File: src/plct_pkg.sv
// ----------------------------------------------------------------------------
// plct_pkg
// Shared types and constants for the piecewise linear color table fill block.
// ----------------------------------------------------------------------------
package plct_pkg;

   localparam int TABLE_DEPTH_DEF = 256;
   localparam int CB    = 16;          // channel bits
   localparam int IW    = 8;           // iso / index bits
   localparam int DVD_W = CB + 1;      // slope dividend: 2 * |c1 - c0|
   localparam int DVS_W = IW + 1;      // slope divisor: 2 * d
   localparam int Q_W   = CB + 2;      // running value, two's complement
   localparam int R_W   = DVS_W + 1;   // remainder sum before correction

   typedef enum logic [1:0] {
      OP_COLOR  = 2'd0,
      OP_ALPHA  = 2'd1,
      OP_FORGET = 2'd2,
      OP_READ   = 2'd3
   } op_type;

   typedef enum logic [1:0] {
      ST_OK    = 2'd0,
      ST_RANGE = 2'd1,
      ST_ORDER = 2'd2
   } stat_type;

   typedef enum logic [1:0] {
      K_NONE  = 2'd0,
      K_COLOR = 2'd1,
      K_ALPHA = 2'd2,
      K_READ  = 2'd3
   } kind_type;

   typedef enum logic [2:0] {
      BK_CLEAR  = 3'd0,
      BK_IDLE   = 3'd1,
      BK_DIV    = 3'd2,
      BK_SLOPE  = 3'd3,
      BK_FILL   = 3'd4,
      BK_RDWAIT = 3'd5,
      BK_RESP   = 3'd6
   } bk_state_type;

   typedef struct packed {
      op_type        opcode;
      logic [IW-1:0] iso_value;
      logic [CB-1:0] red_in;
      logic [CB-1:0] green_in;
      logic [CB-1:0] blue_in;
      logic [CB-1:0] alpha_in;
      logic [IW-1:0] read_index;
   } req_type;

   typedef struct packed {
      logic [1:0]    status;
      logic [CB-1:0] red_out;
      logic [CB-1:0] green_out;
      logic [CB-1:0] blue_out;
      logic [CB-1:0] alpha_out;
   } rsp_type;

   // Classified work item; lane 0 is red or alpha, lanes 1 and 2 green, blue.
   typedef struct packed {
      kind_type            kind;
      logic [1:0]          status;
      logic [IW-1:0]       iso0;
      logic [IW-1:0]       span;
      logic [2:0][CB-1:0]  c0;
      logic [2:0][CB-1:0]  c1;
      logic [IW-1:0]       ridx;
   } cmd_type;

   typedef struct packed {
      logic clearing;
   } bk_stat_type;

endpackage

File: src/plct_front.sv
// ----------------------------------------------------------------------------
// plct_front
// Accepts items, checks points against the last point of their channel,
// tracks the last points and builds commands for the back part.
// ----------------------------------------------------------------------------
module plct_front #(
   parameter int TABLE_DEPTH = plct_pkg::TABLE_DEPTH_DEF
) (
   input  logic                      clock,
   input  logic                      reset,
   input  logic                      req_valid,
   output logic                      req_stall,
   input  plct_pkg::req_type         req_data,
   input  logic                      csr_valid,
   output logic                      csr_ready,
   input  logic [plct_pkg::IW-1:0]   csr_data,
   input  plct_pkg::bk_stat_type     bk_stat,
   input  logic                      q_full,
   output logic                      q_push,
   output plct_pkg::cmd_type         q_data
);

   localparam int IW = plct_pkg::IW;
   localparam int CB = plct_pkg::CB;
   localparam logic [IW-1:0] TOP_CAP =
      (TABLE_DEPTH - 1 > 255) ? IW'(255) : IW'(TABLE_DEPTH - 1);

   logic [IW-1:0]        top_limit_ff;
   logic                 color_seen_ff, color_seen_in;
   logic [IW-1:0]        color_iso_ff, color_iso_in;
   logic [2:0][CB-1:0]   color_val_ff, color_val_in;
   logic                 alpha_seen_ff, alpha_seen_in;
   logic [IW-1:0]        alpha_iso_ff, alpha_iso_in;
   logic [CB-1:0]        alpha_val_ff, alpha_val_in;
   logic [IW-1:0]        top;
   logic                 accept;
   plct_pkg::cmd_type    cmd;
   logic [2:0][CB-1:0]   col;

   assign csr_ready = 1'b1;
   assign req_stall = q_full | bk_stat.clearing;
   assign accept    = req_valid & ~req_stall;
   assign q_push    = accept;
   assign q_data    = cmd;

   always_comb begin
      top = (top_limit_ff > TOP_CAP) ? TOP_CAP : top_limit_ff;
      col = {req_data.blue_in, req_data.green_in, req_data.red_in};

      cmd           = '0;
      cmd.kind      = plct_pkg::K_NONE;
      cmd.status    = plct_pkg::ST_OK;
      cmd.ridx      = req_data.read_index;
      color_seen_in = color_seen_ff;
      color_iso_in  = color_iso_ff;
      color_val_in  = color_val_ff;
      alpha_seen_in = alpha_seen_ff;
      alpha_iso_in  = alpha_iso_ff;
      alpha_val_in  = alpha_val_ff;

      case (req_data.opcode)
         plct_pkg::OP_COLOR: begin
            if (req_data.iso_value > top) begin
               cmd.status = plct_pkg::ST_RANGE;
            end else if (color_seen_ff && req_data.iso_value < color_iso_ff) begin
               cmd.status = plct_pkg::ST_ORDER;
            end else begin
               if (color_seen_ff) begin
                  cmd.kind = plct_pkg::K_COLOR;
                  cmd.iso0 = color_iso_ff;
                  cmd.span = req_data.iso_value - color_iso_ff;
                  cmd.c0   = color_val_ff;
                  cmd.c1   = col;
               end
               color_seen_in = 1'b1;
               color_iso_in  = req_data.iso_value;
               color_val_in  = col;
            end
         end
         plct_pkg::OP_ALPHA: begin
            if (req_data.iso_value > top) begin
               cmd.status = plct_pkg::ST_RANGE;
            end else if (alpha_seen_ff && req_data.iso_value < alpha_iso_ff) begin
               cmd.status = plct_pkg::ST_ORDER;
            end else begin
               if (alpha_seen_ff) begin
                  cmd.kind  = plct_pkg::K_ALPHA;
                  cmd.iso0  = alpha_iso_ff;
                  cmd.span  = req_data.iso_value - alpha_iso_ff;
                  cmd.c0[0] = alpha_val_ff;
                  cmd.c1[0] = req_data.alpha_in;
               end
               alpha_seen_in = 1'b1;
               alpha_iso_in  = req_data.iso_value;
               alpha_val_in  = req_data.alpha_in;
            end
         end
         plct_pkg::OP_FORGET: begin
            color_seen_in = 1'b0;
            color_iso_in  = '0;
            color_val_in  = '0;
            alpha_seen_in = 1'b0;
            alpha_iso_in  = '0;
            alpha_val_in  = '0;
         end
         plct_pkg::OP_READ: begin
            if (req_data.read_index > top) begin
               cmd.status = plct_pkg::ST_RANGE;
            end else begin
               cmd.kind = plct_pkg::K_READ;
            end
         end
         default: begin
            cmd.kind = plct_pkg::K_NONE;
         end
      endcase
   end

   always_ff @(posedge clock) begin
      if (reset) begin
         top_limit_ff  <= IW'(255);
         color_seen_ff <= 1'b0;
         color_iso_ff  <= '0;
         color_val_ff  <= '0;
         alpha_seen_ff <= 1'b0;
         alpha_iso_ff  <= '0;
         alpha_val_ff  <= '0;
      end else begin
         if (csr_valid) begin
            top_limit_ff <= csr_data;
         end
         if (accept) begin
            color_seen_ff <= color_seen_in;
            color_iso_ff  <= color_iso_in;
            color_val_ff  <= color_val_in;
            alpha_seen_ff <= alpha_seen_in;
            alpha_iso_ff  <= alpha_iso_in;
            alpha_val_ff  <= alpha_val_in;
         end
      end
   end

endmodule

File: config.mk
export PLATFORM = sky130hd
export DESIGN_NAME = plct_front
export DESIGN_NICKNAME = d
export VERILOG_FILES = /design/src/plct_pkg.sv /design/src/plct_front.sv
export SDC_FILE = /design/constraint.sdc
export NUM_CORES = 1
export LEC_CHECK = 0
export BUFFER_PORTS_ARGS = -buffer_cell sky130_fd_sc_hd__buf_2
export CAP_MARGIN = 5
export CORE_UTILIZATION = 49
export CTS_CLUSTER_DIAMETER = 200
export DETAILED_ROUTE_END_ITERATION = 10
export HOLD_SLACK_MARGIN = 0.08
export PLACE_DENSITY = 0.81
export RECOVER_POWER = 25
export SYNTH_ARGS = -nofsm -noshare
export SYNTH_HDL_FRONTEND = slang
export SYNTH_SLANG_ARGS = --single-unit
File: constraint.sdc
create_clock -name clock -period 7.59 [get_ports clock]
set_input_delay 0.759 -clock clock [delete_from_list [all_inputs] [get_ports clock]]
set_output_delay 0.759 -clock clock [all_outputs]
set_load 0.005 [all_outputs]
# Word level (Yosys, flattened, before mapping)
# Cells that the tools add are included.
[classes]
n_eq_ne = 7
add_sub_neg = 2
bitwise = 3
n_lt_le_gt_ge = 5
n_mux = 49
reduce_logical = 7
[op_table]
columns = ["operator", "n"]
rows = [
  ["$mux 112", 3],
  ["$mux 16", 11],
  ["$pmux 16 s2", 4],
  ["$mux 48", 2],
  ["$pmux 48 s2", 1],
  ["$mux 32", 2],
  ["$mux 8", 5],
  ["$pmux 8 s2", 2],
  ["$mux 2", 10],
  ["$gt 8x8->1", 2],
  ["$lt 8x8->1", 2],
  ["$sub 8x8->8", 2],
  ["$pmux 4 s3", 1],
  ["$gt 8x8->1 const B", 1],
  ["$ne 2x2->1 const B", 4],
  ["$reduce_and 4->1", 2],
  ["$mux 1", 6],
  ["$eq 2x2->1 const B", 2],
  ["$pmux 1 s2", 2],
  ["$reduce_bool 2->1", 2],
  ["$eq 2x1->1 const B", 1],
  ["$logic_and 1x1->1", 2],
  ["$logic_not 2->1", 1],
  ["$and 1x1->1", 1],
  ["other kinds (2)", 2],
]
[word_totals]
wordCells = 82
inputBits = 96
regBits = 90

# Longest topological paths before layout
[logic_depth]
depth_word = 5
depth_mapped = 11
depth_no_buf = 9

# Least setup slack after synthesis
# No wires, ideal clock.
[synth_timing]
path_type = "input to output"
startpoint = "input port req_data[72] in the netlist's numbering"
endpoint = "output port q_data[10] in the netlist's numbering"
path_slack_ns = 3.981
path_buffers = 1
arrival_time_ns = 2.850
path_stages = 10
cell_sequence = "inv_1 -> ha_1 -> fa_1 -> nand2b_1 -> a21oi_2 -> a41oi_2 -> nor2_1 -> clkbuf_1 -> a22oi_1 -> nor2_1"
[synth_rtl]
columns = ["item", "line_no", "text"]
rows = [
  ["from (decl)", "plct_front.sv:13", "input plct_pkg::req_type req_data,"],
  ["to (decl)", "plct_front.sv:20", "output plct_pkg::cmd_type q_data"],
]

==> impl_metrics.env <==
export IMPL_run_status="complete, but fails checks"
export IMPL_violations="design-rule violations, max-capacitance violations, max-slew violations"
export IMPL_ys_seq_area_share_pct=30.9
export IMPL_antenna_cells=0
export IMPL_ant_nets=0
export IMPL_cts_root_buf="clkbuf_16"
export IMPL_die_area_sq_um=12300
export IMPL_port_buffers=221
export IMPL_post_cts_buffers=0
export IMPL_cts_tree="done"
export IMPL_rr_worst_depth=10
export IMPL_min_delay_start="color_val_ff[20]"
export IMPL_start_kind="primary input"
export IMPL_die_w_microns=111
export IMPL_syn_num_nets=874
export IMPL_syn_avg_cell_area_sq_um=7.86
export IMPL_timing_critical_path_arrival_ns=4.41
export IMPL_synth_top_area_share_pct=30.9
export IMPL_setup_viol=0
export IMPL_timing_final_crit_period_ns=5.17
export IMPL_drcViolationCount=18
export IMPL_antenna_found_initial=1
export IMPL_grt_pass1_wl_mm=24.7
export IMPL_holdPathEnd="color_val_ff[20]"
export IMPL_multi_input_area_sq_um=3650
export IMPL_leakagePower_nw=3.33
export IMPL_initial_utilization_pct=50.7
export IMPL_core_region_area_sq_um=11500
export IMPL_dp_worst_setup_slack_ns=2.92
export IMPL_drt_vias_per_instance=5.27
export IMPL_cts_buffers_inserted=9
export IMPL_hold_violations=0
export IMPL_wirelength_mm=15.2
export IMPL_utilization_pct=62.0
export IMPL_num_rows=39
export IMPL_rsz0062_at_grt="false"
export IMPL_hold_worst_slack_ns=0.451
export IMPL_hold_depth=2
export IMPL_ys_ff_latch=90
export IMPL_synth_cell_types=48
export IMPL_rr_endpoint="color_iso_ff[5]"
export IMPL_syn_inst=742
export IMPL_syn_to_final_growth_pct=22.4
export IMPL_final_nets=1053
export IMPL_critPathRequiredTime_ns=6.83
export IMPL_ff_latch_area_sq_um=1800
export IMPL_startpoint="req_data[73]"
export IMPL_grt_max_degree=67
export IMPL_skew_ns=0.00826
export IMPL_grt_pass1_vias=5218
export IMPL_io_pins=223
export IMPL_syn_area_sq_um=5840
export IMPL_tns_ns=0
export IMPL_finalCritPeriodShare_pct=68.1
export IMPL_layout_common_cells="211 x buf_2, 166 x nand2_1, 90 x dfxtp_1"
export IMPL_maxCapViolCount=3
export IMPL_n_fill_cell=1061
export IMPL_clock_latency_ns=0.33
export IMPL_slew_headroom_pct=-69.0
export IMPL_drt_iter0_markers=411
export IMPL_clkSinkCount=90
export IMPL_hpwl_mm=10.7
export IMPL_tightest_slew_ns=2.54
export IMPL_hold_class="reg -> reg"
export IMPL_power_w=0.00108
export IMPL_synth_top_cell_by_area="dfxtp_1"
export IMPL_vdd_drop_max_uv=93.5
export IMPL_clk_pin_slew_ns=0.07
export IMPL_synth_edf_count=0
export IMPL_place_gp_congestion=0.852
export IMPL_die_h_microns=111
export IMPL_r2r_slack_ns=2.89
export IMPL_clock_path_buffers=2
export IMPL_yosys_warnings=0
export IMPL_cts_resized_gates=0
export IMPL_final_common_cell="buf_2"
export IMPL_drv_slew=149
export IMPL_grt_util_all_layers_pct=24.4
export IMPL_path_class="in -> out"
export IMPL_power_density_nw_per_um2=151
export IMPL_wl_per_cell_microns=14.2
export IMPL_cts_hold_buf=0
export IMPL_grt_overflow_total=0
export IMPL_crit_fanout=65
export IMPL_ys_flop_type="dfxtp_1"
export IMPL_crit_path_end_kind="primary output"
export IMPL_htreeDepth=3
export IMPL_reg2reg_from="top_limit_ff[1]"
export IMPL_first_pass_iters=9
export IMPL_setup_ws_ns=2.42
export IMPL_async_flop_share_pct=0
export IMPL_synth_area_leaders="dfxtp_1 31%, mux2i_1 13%, nand2_1 11%"
export IMPL_max_freq_ghz=0.193
export IMPL_vias=5633
export IMPL_drive_gt1_share_pct=26.9
[critical path, cell delays in order]
cell	delay, ns
clkbuf_1	0.16
ha_1	0.32
nor2b_1	0.13
o211ai_1	0.10
a21oi_1	0.14
o31a_2	0.13
clkbuf_1	1.79
nor3_2	0.10
buf_4	0.37
and2_1	0.25
buf_2	0.13
[per-stage QoR]
step | instances | cell area [sq um]
finish | 1069 | 7150
global route | 1069 | 7150
CTS | 1069 | 7170
detailed placement | 1053 | 6890
global placement | 1053 | 6890
floorplan | 742 | 5840
[cell families after synthesis]
| group | synth area share, % |
|---|---|
| muxes | 14.2 |
| xor gates and xnor gates | 0.901 |
| and+or+nand+nor | 25.2 |
| DFF | 30.9 |
| buffers and inverters | 7.25 |
| other | 0.0643 |
| AOI/OAI and AO/OA | 13.5 |
| adders and majority gates | 7.98 |
[how the worst max path moves through the flow]
stage	endpoint	slack, ns	cells past startpoint
detailed placement	color_iso_ff[5]	2.92	11
CTS	q_data[119]	3.08	11
floorplan	q_data[10]	3.98	10
global route	q_data[84]	1.94	11
global placement	color_iso_ff[2]	3.00	11
finish	q_data[40]	2.42	11
[power breakdown]
part / total (W) / switching, W / internal, W
Clock: 0.000421 / 0.000195 / 0.000226
Combinational: 0.000167 / 0.000101 / 0.0000661
Sequential: 0.000488 / 0.00000527 / 0.000482
Total: 0.00108 / 0.000301 / 0.000775
[synthesized netlist by cell type, types with 3 or more instances]
library cell / number
xnor2_1: 4
buf_6: 5
o21ai_0: 11
mux2_2: 6
nand3_1: 3
or3_1: 3
a21oi_1: 16
buf_2: 8
nand2_1: 166
clkbuf_1: 32
inv_1: 28
nand4_1: 5
mux2i_1: 76
ha_1: 34
nand2b_1: 9
nor2_1: 70
o21a_1: 6
dfxtp_1: 90
and2_1: 64
o211ai_1: 9
nor2b_1: 4
buf_4: 12
a211oi_1: 5
a22oi_1: 41
[final cells by class]
class,count,share of cell area [%]
clock buffer,10,3.20
clock inverter,6,0.683
inverter,29,1.52
multi-input combinational,564,51.0
sequential,90,25.2
tap,143,2.50
timing repair buffer,227,15.8
[registers in the layout, summed over array words and instances, names as in the netlist]
signal and flops:
alpha_iso_ff 8, alpha_seen_ff 1, alpha_val_ff 16, color_iso_ff 8
color_seen_ff 1, color_val_ff 48, top_limit_ff 8
[routing by layer]
layer / global-route usage [%] / wire (microns)
met1: 29.5 / 6640
met2: 43.3 / 7440
met3: 4.81 / 798
met4: 7.66 / 274
met5: 0 / 13
No activity file was read; power rests on OpenSTA's default activity.
