**config.mk**
```make
export PLATFORM = sky130hd
export DESIGN_NAME = plct_queue
export DESIGN_NICKNAME = d
export VERILOG_FILES = /design/src/plct_pkg.sv /design/src/plct_queue.sv
export SDC_FILE = /design/constraint.sdc
export NUM_CORES = 1
export LEC_CHECK = 0
export BUFFER_PORTS_ARGS = -buffer_cell sky130_fd_sc_hd__buf_4
export CAP_MARGIN = 20
export CELL_PAD_IN_SITES_DETAIL_PLACEMENT = 1
export CELL_PAD_IN_SITES_GLOBAL_PLACEMENT = 2
export CORE_MARGIN = 3
export CORE_UTILIZATION = 38
export CTS_CLUSTER_SIZE = 25
export DETAILED_ROUTE_END_ITERATION = 10
export GPL_TIMING_DRIVEN = 1
export PLACE_DENSITY_LB_ADDON = 0.1
export SLEW_MARGIN = 20
export SYNTH_ARGS = -nofsm -noshare
export SYNTH_HDL_FRONTEND = slang
export SYNTH_SLANG_ARGS = --single-unit
export TNS_END_PERCENT = 1
```
**constraint.sdc**
```tcl
create_clock -name clock -period 8.5 [get_ports clock]
set_input_delay 0.425 -clock clock [delete_from_list [all_inputs] [get_ports clock]]
set_output_delay 0.425 -clock clock [all_outputs]
set_load 0.05 [all_outputs]
```
**src/plct_pkg.sv**
```systemverilog
// ----------------------------------------------------------------------------
// plct_pkg
// Shared types and constants for the piecewise linear color table fill block.
// ----------------------------------------------------------------------------
package plct_pkg;

   localparam int TABLE_DEPTH_DEF = 256;
   localparam int CB    = 16;          // channel bits
   localparam int IW    = 8;           // iso / index bits
   localparam int DVD_W = CB + 1;      // slope dividend: 2 * |c1 - c0|
   localparam int DVS_W = IW + 1;      // slope divisor: 2 * d
   localparam int Q_W   = CB + 2;      // running value, two's complement
   localparam int R_W   = DVS_W + 1;   // remainder sum before correction

   typedef enum logic [1:0] {
      OP_COLOR  = 2'd0,
      OP_ALPHA  = 2'd1,
      OP_FORGET = 2'd2,
      OP_READ   = 2'd3
   } op_type;

   typedef enum logic [1:0] {
      ST_OK    = 2'd0,
      ST_RANGE = 2'd1,
      ST_ORDER = 2'd2
   } stat_type;

   typedef enum logic [1:0] {
      K_NONE  = 2'd0,
      K_COLOR = 2'd1,
      K_ALPHA = 2'd2,
      K_READ  = 2'd3
   } kind_type;

   typedef enum logic [2:0] {
      BK_CLEAR  = 3'd0,
      BK_IDLE   = 3'd1,
      BK_DIV    = 3'd2,
      BK_SLOPE  = 3'd3,
      BK_FILL   = 3'd4,
      BK_RDWAIT = 3'd5,
      BK_RESP   = 3'd6
   } bk_state_type;

   typedef struct packed {
      op_type        opcode;
      logic [IW-1:0] iso_value;
      logic [CB-1:0] red_in;
      logic [CB-1:0] green_in;
      logic [CB-1:0] blue_in;
      logic [CB-1:0] alpha_in;
      logic [IW-1:0] read_index;
   } req_type;

   typedef struct packed {
      logic [1:0]    status;
      logic [CB-1:0] red_out;
      logic [CB-1:0] green_out;
      logic [CB-1:0] blue_out;
      logic [CB-1:0] alpha_out;
   } rsp_type;

   // Classified work item; lane 0 is red or alpha, lanes 1 and 2 green, blue.
   typedef struct packed {
      kind_type            kind;
      logic [1:0]          status;
      logic [IW-1:0]       iso0;
      logic [IW-1:0]       span;
      logic [2:0][CB-1:0]  c0;
      logic [2:0][CB-1:0]  c1;
      logic [IW-1:0]       ridx;
   } cmd_type;

   typedef struct packed {
      logic clearing;
   } bk_stat_type;

endpackage

```
**src/plct_queue.sv**
```systemverilog
// ----------------------------------------------------------------------------
// plct_queue
// Two-entry command queue between the front and back parts.
// ----------------------------------------------------------------------------
module plct_queue (
   input  logic              clock,
   input  logic              reset,
   input  logic              push,
   input  plct_pkg::cmd_type push_data,
   output logic              full,
   input  logic              pop,
   output logic              head_valid,
   output plct_pkg::cmd_type head
);

   plct_pkg::cmd_type slot_ff [2];
   logic       wr_ptr_ff, wr_ptr_in;
   logic       rd_ptr_ff, rd_ptr_in;
   logic [1:0] count_ff, count_in;

   always_comb begin
      wr_ptr_in = push ? ~wr_ptr_ff : wr_ptr_ff;
      rd_ptr_in = pop  ? ~rd_ptr_ff : rd_ptr_ff;
      count_in  = count_ff + 2'(push) - 2'(pop);
   end

   always_ff @(posedge clock) begin
      if (reset) begin
         wr_ptr_ff <= 1'b0;
         rd_ptr_ff <= 1'b0;
         count_ff  <= '0;
      end else begin
         wr_ptr_ff <= wr_ptr_in;
         rd_ptr_ff <= rd_ptr_in;
         count_ff  <= count_in;
      end
   end

   always_ff @(posedge clock) begin
      if (push) begin
         slot_ff[wr_ptr_ff] <= push_data;
      end
   end

   assign full       = (count_ff == 2'd2);
   assign head_valid = (count_ff != 2'd0);
   assign head       = slot_ff[rd_ptr_ff];

endmodule

```
---- After elaboration in Yosys (flattened, before gate mapping) ----
Memories as Yosys holds them, arrays and structs flattened. A register that Yosys moved wholly into a read port is not among the register bits.
Index checks and enable logic that the tools add are counted.
storage, ports and cells
  register bits after elaboration ......... 4
  memory bits (writable) .................. 248
  logic and storage cells ................. 14
  memories ................................ 1
memories
  name     depth  bits a word  rd ports  clocked after memory_dff  write ports  RTL line          text
  slot_ff  2      124          1         1                         1            plct_queue.sv:16  plct_pkg::cmd_type slot_ff [2];
cells by class
  $add $sub $neg .......................... 2
  eq/ne operators ......................... 1
  multiplexer cells ....................... 4
  bitwise logic cells ..................... 2
  reduce and logical (&&, ||, !) cells .... 1
operators by type and width
  operator                                     number
  1-bit two-way mux                            4
  2-bit by 1-bit adder with 2-bit output       1
  2-bit equality test (second input constant)  1
  1-bit inverter                               2
  2-bit nonzero test                           1
  2-bit by 1-bit subtractor with 2-bit output  1

---- Longest topological paths before layout ----
Gate-level depths: netlist of the first run.
  word-level depth ........................ 3
  mapped depth ............................ 6

---- Least setup slack after synthesis of the first run ----
Ideal clock, no wire load.
  path type ............................... reg-to-reg
  from .................................... reg wr_ptr_ff
  to ...................................... mem slot_ff[0][0] (netlist name), enable pin
  setup time .............................. 0.623 ns
  arrival ................................. 5.809 ns
  required time ........................... 7.877 ns
  path slack .............................. 2.067 ns
  cell stages (with the launch flop) ...... 2
  clock period less this slack ............ 6.433 ns
  path through ............................ dfxtp_1 -> nor2b_1
RTL lines
  element                 RTL line          text
  from (decl)             plct_queue.sv:17  logic wr_ptr_ff, wr_ptr_in;
  from (signal assigned)  plct_queue.sv:33  wr_ptr_ff <= wr_ptr_in;
  to (decl)               plct_queue.sv:16
Straight into the memory's write port.

==> results.cfg, run 1 <==
[status]
outcome = finished, final reports clean

[clocking]
clock_sinks = 253
h-tree-depth = 1
cts_buffers = 27
ctsLongestPathBuffers = 3
cts_resized = 0
clock-root-buffer = clkbuf_16
postCtsSetupBuffers = 0
clk_pin_slew_ps = 60
cts_tree = built
insertion_delay_ps = 510
postCtsHoldBufs = 0

[final_layout]
layout-area-overhead-vs-synth_pct = 31.8
nFillCells = 2230
postLayoutCoreUtil = 0.519
seqCellArea_mm2 = 0.00755
final_cells = 1017
final_area_mm2 = 0.0124
num_antenna_cells = 0
multi_input_area_mm2 = 0.00174
drive_above_1_share = 0.597
nets = 809

[timing]
min_period_ps = 3610
fin_worst_skew_ps = 7.38
finalMaxSlewViolations = 0
worst_pin_slew_ps = 1080
layout_setup_ws_ps = 4890
fmax_ghz = 0.277
setup_viol = 0
hold_slack_ps = 97.7
setup_tns_ps = 0
finalCritPeriodShare = 0.424
rsz0062_at_grt = no
relSlewSlack = 0.277
finalHoldViolCount = 0

[route]
wl_met1_mm = 7.40
routed_wl_mm = 19.6
wl_met2_mm = 9.59
vias = 4698
wl_per_cell_um = 19.3
drtIter0Drc = 259
top_layer = met4
vias_per_cell = 4.62
drc = 0
drt-pass1-iter-count = 4
postRouteAntennaNets = 0
routed-wl-met3_mm = 2.29

[setup_path]
crit_fanout = 72
cp.required_ps = 8080
end_kind = output pin
cpPeakStageDelay_ps = 1050
path_buf_inv = 2
crit_family = buffers and inverters
worst_setup_path_start_kind = flip-flop
crit_path_top_delay_cell = dfxtp_4
crit_top_cell = buf_4
arrival_ps = 3180
cp_cell_sequence = buf_4, mux2_2, buf_4
path_class = flip-flop to output pin

[placement]
gp_congestion = 0.688
place_area_mm2 = 0.0116
io_buffers = 253
post-place-cells = 969
pre_cts_ws_ps = 5360

[pwr]
p_sw_mw = 0.834
share_comb_of_total_power = 0.188
p_leak_nw = 4.74
pwr-share-clk = 0.329
p_int_mw = 2.26
p_per_area_mw_per_mm2 = 249
switching_share = 0.270
power.total_mw = 3.09
irDropWorstVdd_mv = 0.145
p_seq_frac = 0.483

[die]
fp.coreArea_mm2 = 0.0239
die_x_um = 163
pin_count = 254
die-area_mm2 = 0.0267
start_util = 0.394
die_y_um = 163
rows = 56

[grt]
grt_pass1_vias = 5223
grt_usage = 0.143
overflow = 0
antenna_found_initial = 0
grt_max_degree = 76
grt_pass1_wl_mm = 29.4

[synthesis]
syn_nets = 537
syn_inst = 407
avgSynthCellArea_um2 = 23.1
synth.cell_area_mm2 = 0.00941
yosysSeqAreaShare = 0.802
ys_types = 14
yosys_register_bits = 253
synth_warnings = 0
synth.top_cell.area_share = 0.792
synthTopCellsByArea = edfxtp_1, mux2_4, mux2_2, dfxtp_1, buf_6
synth_top_area_cell = edfxtp_1

[flow_run]
cap_violations = 0

[min_path]
hold_class = primary input to flip-flop
-- final cells by class --
type | count | share of cell area
Tap cell | 319 | 0.0322
Clock buffer | 35 | 0.0569
Clock inverter | 13 | 0.00515
Timing Repair Buffer | 257 | 0.156
Inverter | 2 | 0.000605
Multi-Input combinational cell | 138 | 0.141
Sequential cell | 253 | 0.609
-- synth_stat cells (all sizes together) --
cell type	instances
xnor3	1
edfxtp	248
xnor2	2
nor2	4
ha	2
and2	1
mux2	124
inv	2
or2	1
nor2b	3
buf	14
dfxtp	5
-- worst register-to-register path: cells and delay by family, from the launching register on --
kind	cells	cell delay [ps]
buf+inv	1	920
simple gates	1	650
flops	1	400
-- power by group through the flow --
| stage | registers [mW] | logic (mW) | clock network (mW) |
|---|---|---|---|
| after floorplan | 1.51 | 0.414 | 0 |
| after global placement | 1.51 | 0.584 | 0 |
| after detailed placement | 1.52 | 0.590 | 0 |
| after CTS | 1.49 | 0.591 | 1.06 |
| after global routing | 1.50 | 0.611 | 1.11 |
| final | 1.49 | 0.581 | 1.02 |
-- worst paths after layout --
path | from | to | slack, ps | cells after the start
worst max-delay path | flip-flop | head[60] | 4890 | 3
worst min-delay path | push_data[33] | slot_ff[1][33]$_DFFE_PP_ | 100 | 1
worst max register to register | wr_ptr_ff$_SDFFE_PP0P_ | slot_ff[1][31]$_DFFE_PP_ | 6070 | 2
worst min register to register | rd_ptr_ff$_SDFFE_PP0P_ | flip-flop | 530 | 2
-- routing by layer --
layer / global-route usage / vias to the layer above
met5: 0 / -
met4: 0.0365 / 0
met3: 0.0637 / 24
met2: 0.244 / 188
met1: 0.165 / 2328
li1: - / 2158
-- cells in the final DEF, fill, tap and decap left out, types with 3 or more instances in the layout --
master | Yosys | final
clkbuf_1 | 0 | 8
clkbuf_16 | 0 | 27
buf_4 | 0 | 257
dfxtp_1 | 5 | 4
mux2_2 | 64 | 64
edfxtp_1 | 248 | 248
clkinv_1 | 0 | 8
mux2_4 | 60 | 60
clkinv_2 | 0 | 3
nor2_1 | 4 | 4
-- logic make-up after synthesis --
| group | after synthesis | share of synthesized area |
|---|---|---|
| simple gates | 9 | 0.00492 |
| mux | 124 | 0.172 |
| xor+xnor | 3 | 0.00426 |
| flops | 253 | 0.802 |
| fa+ha+maj | 2 | 0.00266 |
| buf+inv | 16 | 0.0136 |
-- registers in the layout, summed over array words and instances (netlist names), named ones only --
| register | count |
|---|---|
| count_ff | 2 |
| wr_ptr_ff | 1 |
| rd_ptr_ff | 1 |
| slot_ff | 248 |
Power figures use the tool's default switching activity.
==> inputs of run 2 (changes only) <==
Settings changed: CORE_UTILIZATION 38 to 35.
Clock period 8.5 ns to 3 ns, I/O delays scaled along.
==> run 2 against run 1 <==
Combinational power grew to 3.1 times the previous value. Non-clock buffer count grew 131. Die area increased by 8.3%. First-iteration DRC count rose by 24%. Clock power rose to 3.3 times the previous value. Sequential share of layout area is 6.6 points lower. Sequential power grew to 2.8 times the previous value. Clock skew increased by 3.8 ps. Design area is 12% higher. Via count up 10%.
==> results.cfg, run 2 (synthesis results as in run 1) <==
[die]
fp.coreArea_mm2 = 0.0262
die_x_um = 170
die-area_mm2 = 0.0289
pin_count = 254
die_y_um = 170
start_util = 0.359
rows = 59

[final_layout]
postLayoutCoreUtil = 0.531
regMostFlops = slot_ff
largest_register_ffs = 248
layout_common_cells = buf_4, edfxtp_1, dlygate4sd3_1
reg_top3 = slot_ff: 248 flops, count_ff: 2 flops
final_common_cell = buf_4
nets = 940
layout-area-overhead-vs-synth_pct = 47.8
num_antenna_cells = 0
final_area_mm2 = 0.0139
drive_above_1_share = 0.514

[setup_path]
worst_setup_path_start_kind = flip-flop
cp.required_ps = 2850
reg2regPathDepth = 2
end_kind = output pin
crit_fanout = 66
arrival_ps = 2170
path_class = flip-flop to output pin

[timing]
setup_tns_ps = 0
fmax_ghz = 0.431
relSlewSlack = 0.461
min_period_ps = 2320
rsz0062_at_grt = no
fin_worst_skew_ps = 11.2
setup_viol = 0
finalHoldViolCount = 0
finalMaxSlewViolations = 0
finalCritPeriodShare = 0.774
worst_pin_slew_ps = 809

[grt]
grt_pass1_vias = 5798
grt_usage = 0.140
antenna_found_initial = 0
grt_pass1_wl_mm = 31.6
overflow = 0
grt_max_degree = 69

[pwr]
p_int_mw = 6.93
share_comb_of_total_power = 0.195
p_sw_mw = 2.46
switching_share = 0.262
pwr-share-clk = 0.358
p_per_area_mw_per_mm2 = 676
p_seq_frac = 0.447
p_leak_nw = 5.37
irDropWorstVdd_mv = 0.425

[route]
drtIter0Drc = 320
drc = 0
vias = 5183
vias_per_cell = 4.45
wl_per_cell_um = 18.1
routed_wl_mm = 21.1
postRouteAntennaNets = 0
drt-pass1-iter-count = 4

[placement]
place_area_mm2 = 0.0117
gp_congestion = 0.702
io_buffers = 253
dp_hpwl_mm = 13.6

[min_path]
holdPathStages = 2
hold_class = primary input to flip-flop

[clocking]
clock-root-buffer = clkbuf_16
ctsLongestPathBuffers = 3
cts_tree = built
clock_sinks = 253
clk_pin_slew_ps = 60
insertion_delay_ps = 520
cts_buffers = 27
h-tree-depth = 1
postCtsSetupBuffers = 0

[flow_run]
cap_violations = 0

[status]
outcome = finished, final reports clean
## run 2: final cells by class
class / count / area (um2)
clock buffers: 31 / 691
clock inverters: 18 / 210
fillers: 2408 / 12300
inverters: 2 / 7.51
multi-input cells: 138 / 1740
flip-flops and latches: 253 / 7550
well taps: 335 / 419
repair buffers: 388 / 3280
## run 2: power groups by stage
| stage | registers, mW | clock network (mW) | logic (mW) |
|---|---|---|---|
| 5_1_grt | 4.21 | 3.64 | 1.93 |
| 6_report | 4.20 | 3.36 | 1.83 |
| 2_1_floorplan | 4.25 | 0 | 1.18 |
| 3_3_place_gp | 4.26 | 0 | 1.69 |
| 4_1_cts | 4.20 | 3.47 | 1.86 |
| 3_5_place_dp | 4.27 | 0 | 1.71 |
## run 2: routing by layer
metal  GRT usage  wire [um]  up-vias
met5           0          0        -
met4      0.0360        457        0
met3      0.0434       1760       38
met2       0.247      10600      187
met1       0.167       8290     2540
li1            -          -     2418
## run 2: final timing paths
path	slack (ps)	startpoint	to
max reg2reg	1390	wr_ptr_ff$_SDFFE_PP0P_	slot_ff[1][107]$_DFFE_PP_
max	680	flip-flop	head[1]
min	360	push_data[7]	slot_ff[0][7]$_DFFE_PP_
min reg2reg	520	rd_ptr_ff$_SDFFE_PP0P_	rd_ptr_ff$_SDFFE_PP0P_
## run 2: what timing repair did
action,in CTS,in global routing
hold endpoints to repair,253,0
hold buffers,128,0
resized for setup,0,0
## run 2: through the flow
step	hold WS, ps	cells	setup WS, ps	power [mW]
6_report	355	1165	677	9.39
5_1_grt	337	1165	564	9.77
4_1_cts	323	1165	644	9.53
3_5_place_dp	338	988	1200	5.98
3_3_place_gp	335	988	1230	5.95
2_1_floorplan	222	407	-753	5.43
## run 2: worst max-delay path, cell delays in order (launching register included)
cell,delay [ps]
dfxtp_4,550
buf_12,400
mux2_2,400
buf_4,190
==> inputs of run 3 (changes only) <==
Settings changed: ABC_AREA from default to 1, CORE_UTILIZATION 35 to 38.
Clock period 3 ns to 2.15 ns, I/O delays scaled along.
==> run 3 against run 2 <==
Non-clock buffer count up 6. Sequential share of layout area hardly changed. Die area fell by 7.6%. Global-route usage up 2.0 points. Clock power grew 24%. Synthesized cell count increased by 2.5%. Design area barely moved. Sequential power rose by 38%. Register-to-register slack got worse by 640 ps. Flip-flop and latch count stayed put. Worst hold slack got worse by 39 ps. Cell count stayed put.
==> results.cfg, run 3 <==
[final_layout]
regMostFlops = slot_ff
drive_above_1_share = 0.507
largest_register_ffs = 248
nets = 956
layout-area-overhead-vs-synth_pct = 47.7
final_cells = 1165
reg_top3 = slot_ff: 248 flops, count_ff: 2 flops
final_common_cell = buf_4
layout_common_cells = buf_4, edfxtp_1, dlygate4sd3_1

[placement]
io_buffers = 253
gp_congestion = 0.738
pre_cts_ws_ps = 733
dp_hpwl_mm = 14.0
post-place-cells = 988

[synthesis]
avgSynthCellArea_um2 = 22.6
syn_nets = 547
synth_warnings = 0
yosys_register_bits = 253
synth_top_area_cell = edfxtp_1
synthSimpleGateAreaFrac = 0.00585
ys_types = 14
synth.top_cells.by_count = edfxtp_1, mux2_2, mux2_4
yosysMostFrequentCell = edfxtp_1
synthMuxAreaShare = 0.172
synth.cell_area_mm2 = 0.00941
syn_inst = 417
async_flop_share = 0
synth_edf_count = 248
synth.top_cell.area_share = 0.791
synthTopCellsByArea = edfxtp_1, mux2_4, mux2_2, dfxtp_1, buf_6
synthAdderAreaFrac = 0.00266
yosysSeqAreaShare = 0.802
synth_top_family_by_area = multiplexers
synth_compound_area_frac = 0.000532
synth_ff_type = edfxtp_1
synthXorXnorAreaFrac = 0.000930

[pwr]
p_int_mw = 9.11
pwr-share-clk = 0.336
switching_share = 0.267
share_comb_of_total_power = 0.199
p_leak_nw = 5.38
p_seq_frac = 0.465
p_sw_mw = 3.32
irDropWorstVdd_mv = 0.544
p_per_area_mw_per_mm2 = 894

[die]
pin_count = 254
rows = 56
die_x_um = 163
die_y_um = 163
start_util = 0.394
die-area_mm2 = 0.0267
fp.coreArea_mm2 = 0.0239

[grt]
grt_pass1_vias = 5965
overflow = 0
grt_pass1_wl_mm = 33.2
antenna_found_initial = 1
grt_usage = 0.160
grt_max_degree = 89

[setup_path]
arrival_ps = 1830
path_buf_inv = 2
worst_setup_path_start_kind = flip-flop
crit_family = buffers and inverters
cpPeakStageDelay_ps = 410
crit_path_top_delay_cell = mux2_2
cp.required_ps = 2040
path_class = flip-flop to output pin
end_kind = output pin
crit_fanout = 47
cp_cell_sequence = buf_12, mux2_2, buf_4
r2r-start = wr_ptr_ff$_SDFFE_PP0P_

[clocking]
insertion_delay_ps = 520
clk_pin_slew_ps = 60
clock_sinks = 253
ctsLongestPathBuffers = 3
h-tree-depth = 1
clock-root-buffer = clkbuf_16
cts_tree = built
postCtsHoldBufs = 128
cts_resized = 0
cts_buffers = 27
postCtsSetupBuffers = 0

[timing]
layout_setup_ws_ps = 210
finalCritPeriodShare = 0.902
finalMaxSlewViolations = 0
fin_worst_skew_ps = 7.36
setup_tns_ps = 0
fmax_ghz = 0.516
setup_viol = 0
rsz0062_at_grt = no
finalHoldViolCount = 0
relSlewSlack = 0.608
worst_pin_slew_ps = 589
min_period_ps = 1940

[route]
drt-pass1-iter-count = 4
drtIter0Drc = 223
wl_per_cell_um = 18.9
vias = 5288
routed_wl_mm = 22.0
postRouteAntennaNets = 0
drc = 0
vias_per_cell = 4.54

[min_path]
hp-start = push_data[46]
hold_class = primary input to flip-flop

[flow_run]
cap_violations = 0

[status]
outcome = finished, final reports clean
[run 3: cell types whose count changed after synthesis, moves of 3 or more]
cell,change
inv_1,+6
nand2_1,+5
nor2_1,+3
nor2b_1,-3
[run 3: routing by layer]
layer / wire length (um) / vias to the layer above / track usage / part of all wire
met5: 0 / - / 0 / 0
met4: 344 / 0 / 0.0365 / 0.016
met3: 1670 / 25 / 0.0467 / 0.076
met2: 11200 / 165 / 0.287 / 0.51
met1: 8710 / 2632 / 0.192 / 0.40
li1: - / 2466 / - / -
[run 3: path summary, 6_finish.rpt]
check	endpoint	cells after the start	slack [ps]
setup / recovery	head[25]	3	210
hold / removal	slot_ff[0][46]$_DFFE_PP_	2	320
setup reg to reg	slot_ff[0][38]$_DFFE_PP_	3	750
hold reg to reg	wr_ptr_ff$_SDFFE_PP0P_	2	530
[run 3: metrics by stage]
stage	cell area (um2)	utilization	hold slack [ps]	total power, mW
floorplan	9430	-	179	7.40
global route	13900	0.582	304	12.9
global placement	11800	0.495	293	8.13
detailed placement	11800	0.495	296	8.18
finish	13900	0.582	316	12.4
CTS	13900	0.582	291	12.6
[run 3: cell type report]
| type | count | area, um2 |
|---|---|---|
| timing repair buffer | 394 | 3400 |
| fill | 2173 | 9990 |
| sequential | 253 | 7550 |
| clock inverter | 16 | 96.3 |
| clock buffer | 32 | 694 |
| tap | 319 | 399 |
| multi-input combinational | 142 | 1730 |
| antenna | 1 | 2.50 |
| inverter | 8 | 33.8 |
[run 3: power groups by stage]
stage | clock network (mW) | logic (mW) | registers, mW
5_1_grt | 4.52 | 2.59 | 5.80
2_1_floorplan | 0 | 1.52 | 5.87
3_5_place_dp | 0 | 2.29 | 5.89
3_3_place_gp | 0 | 2.26 | 5.87
4_1_cts | 4.30 | 2.49 | 5.78
6_report | 4.18 | 2.47 | 5.78
[run 3: cell families (layout without fill, tap and decap cells)]
group,Yosys count,after routing
compound gates,1,1
xor+xnor,1,1
fa+ha+maj,2,2
buf+inv,22,450
flops,253,253
mux,124,124
other cells,0,1
simple gates,14,14
[run 3: worst register-to-register path: stages (launching register included)]
cell and delay [ps]:
dfxtp_2 340, nor2_4 300, buf_12 240, buf_12 200
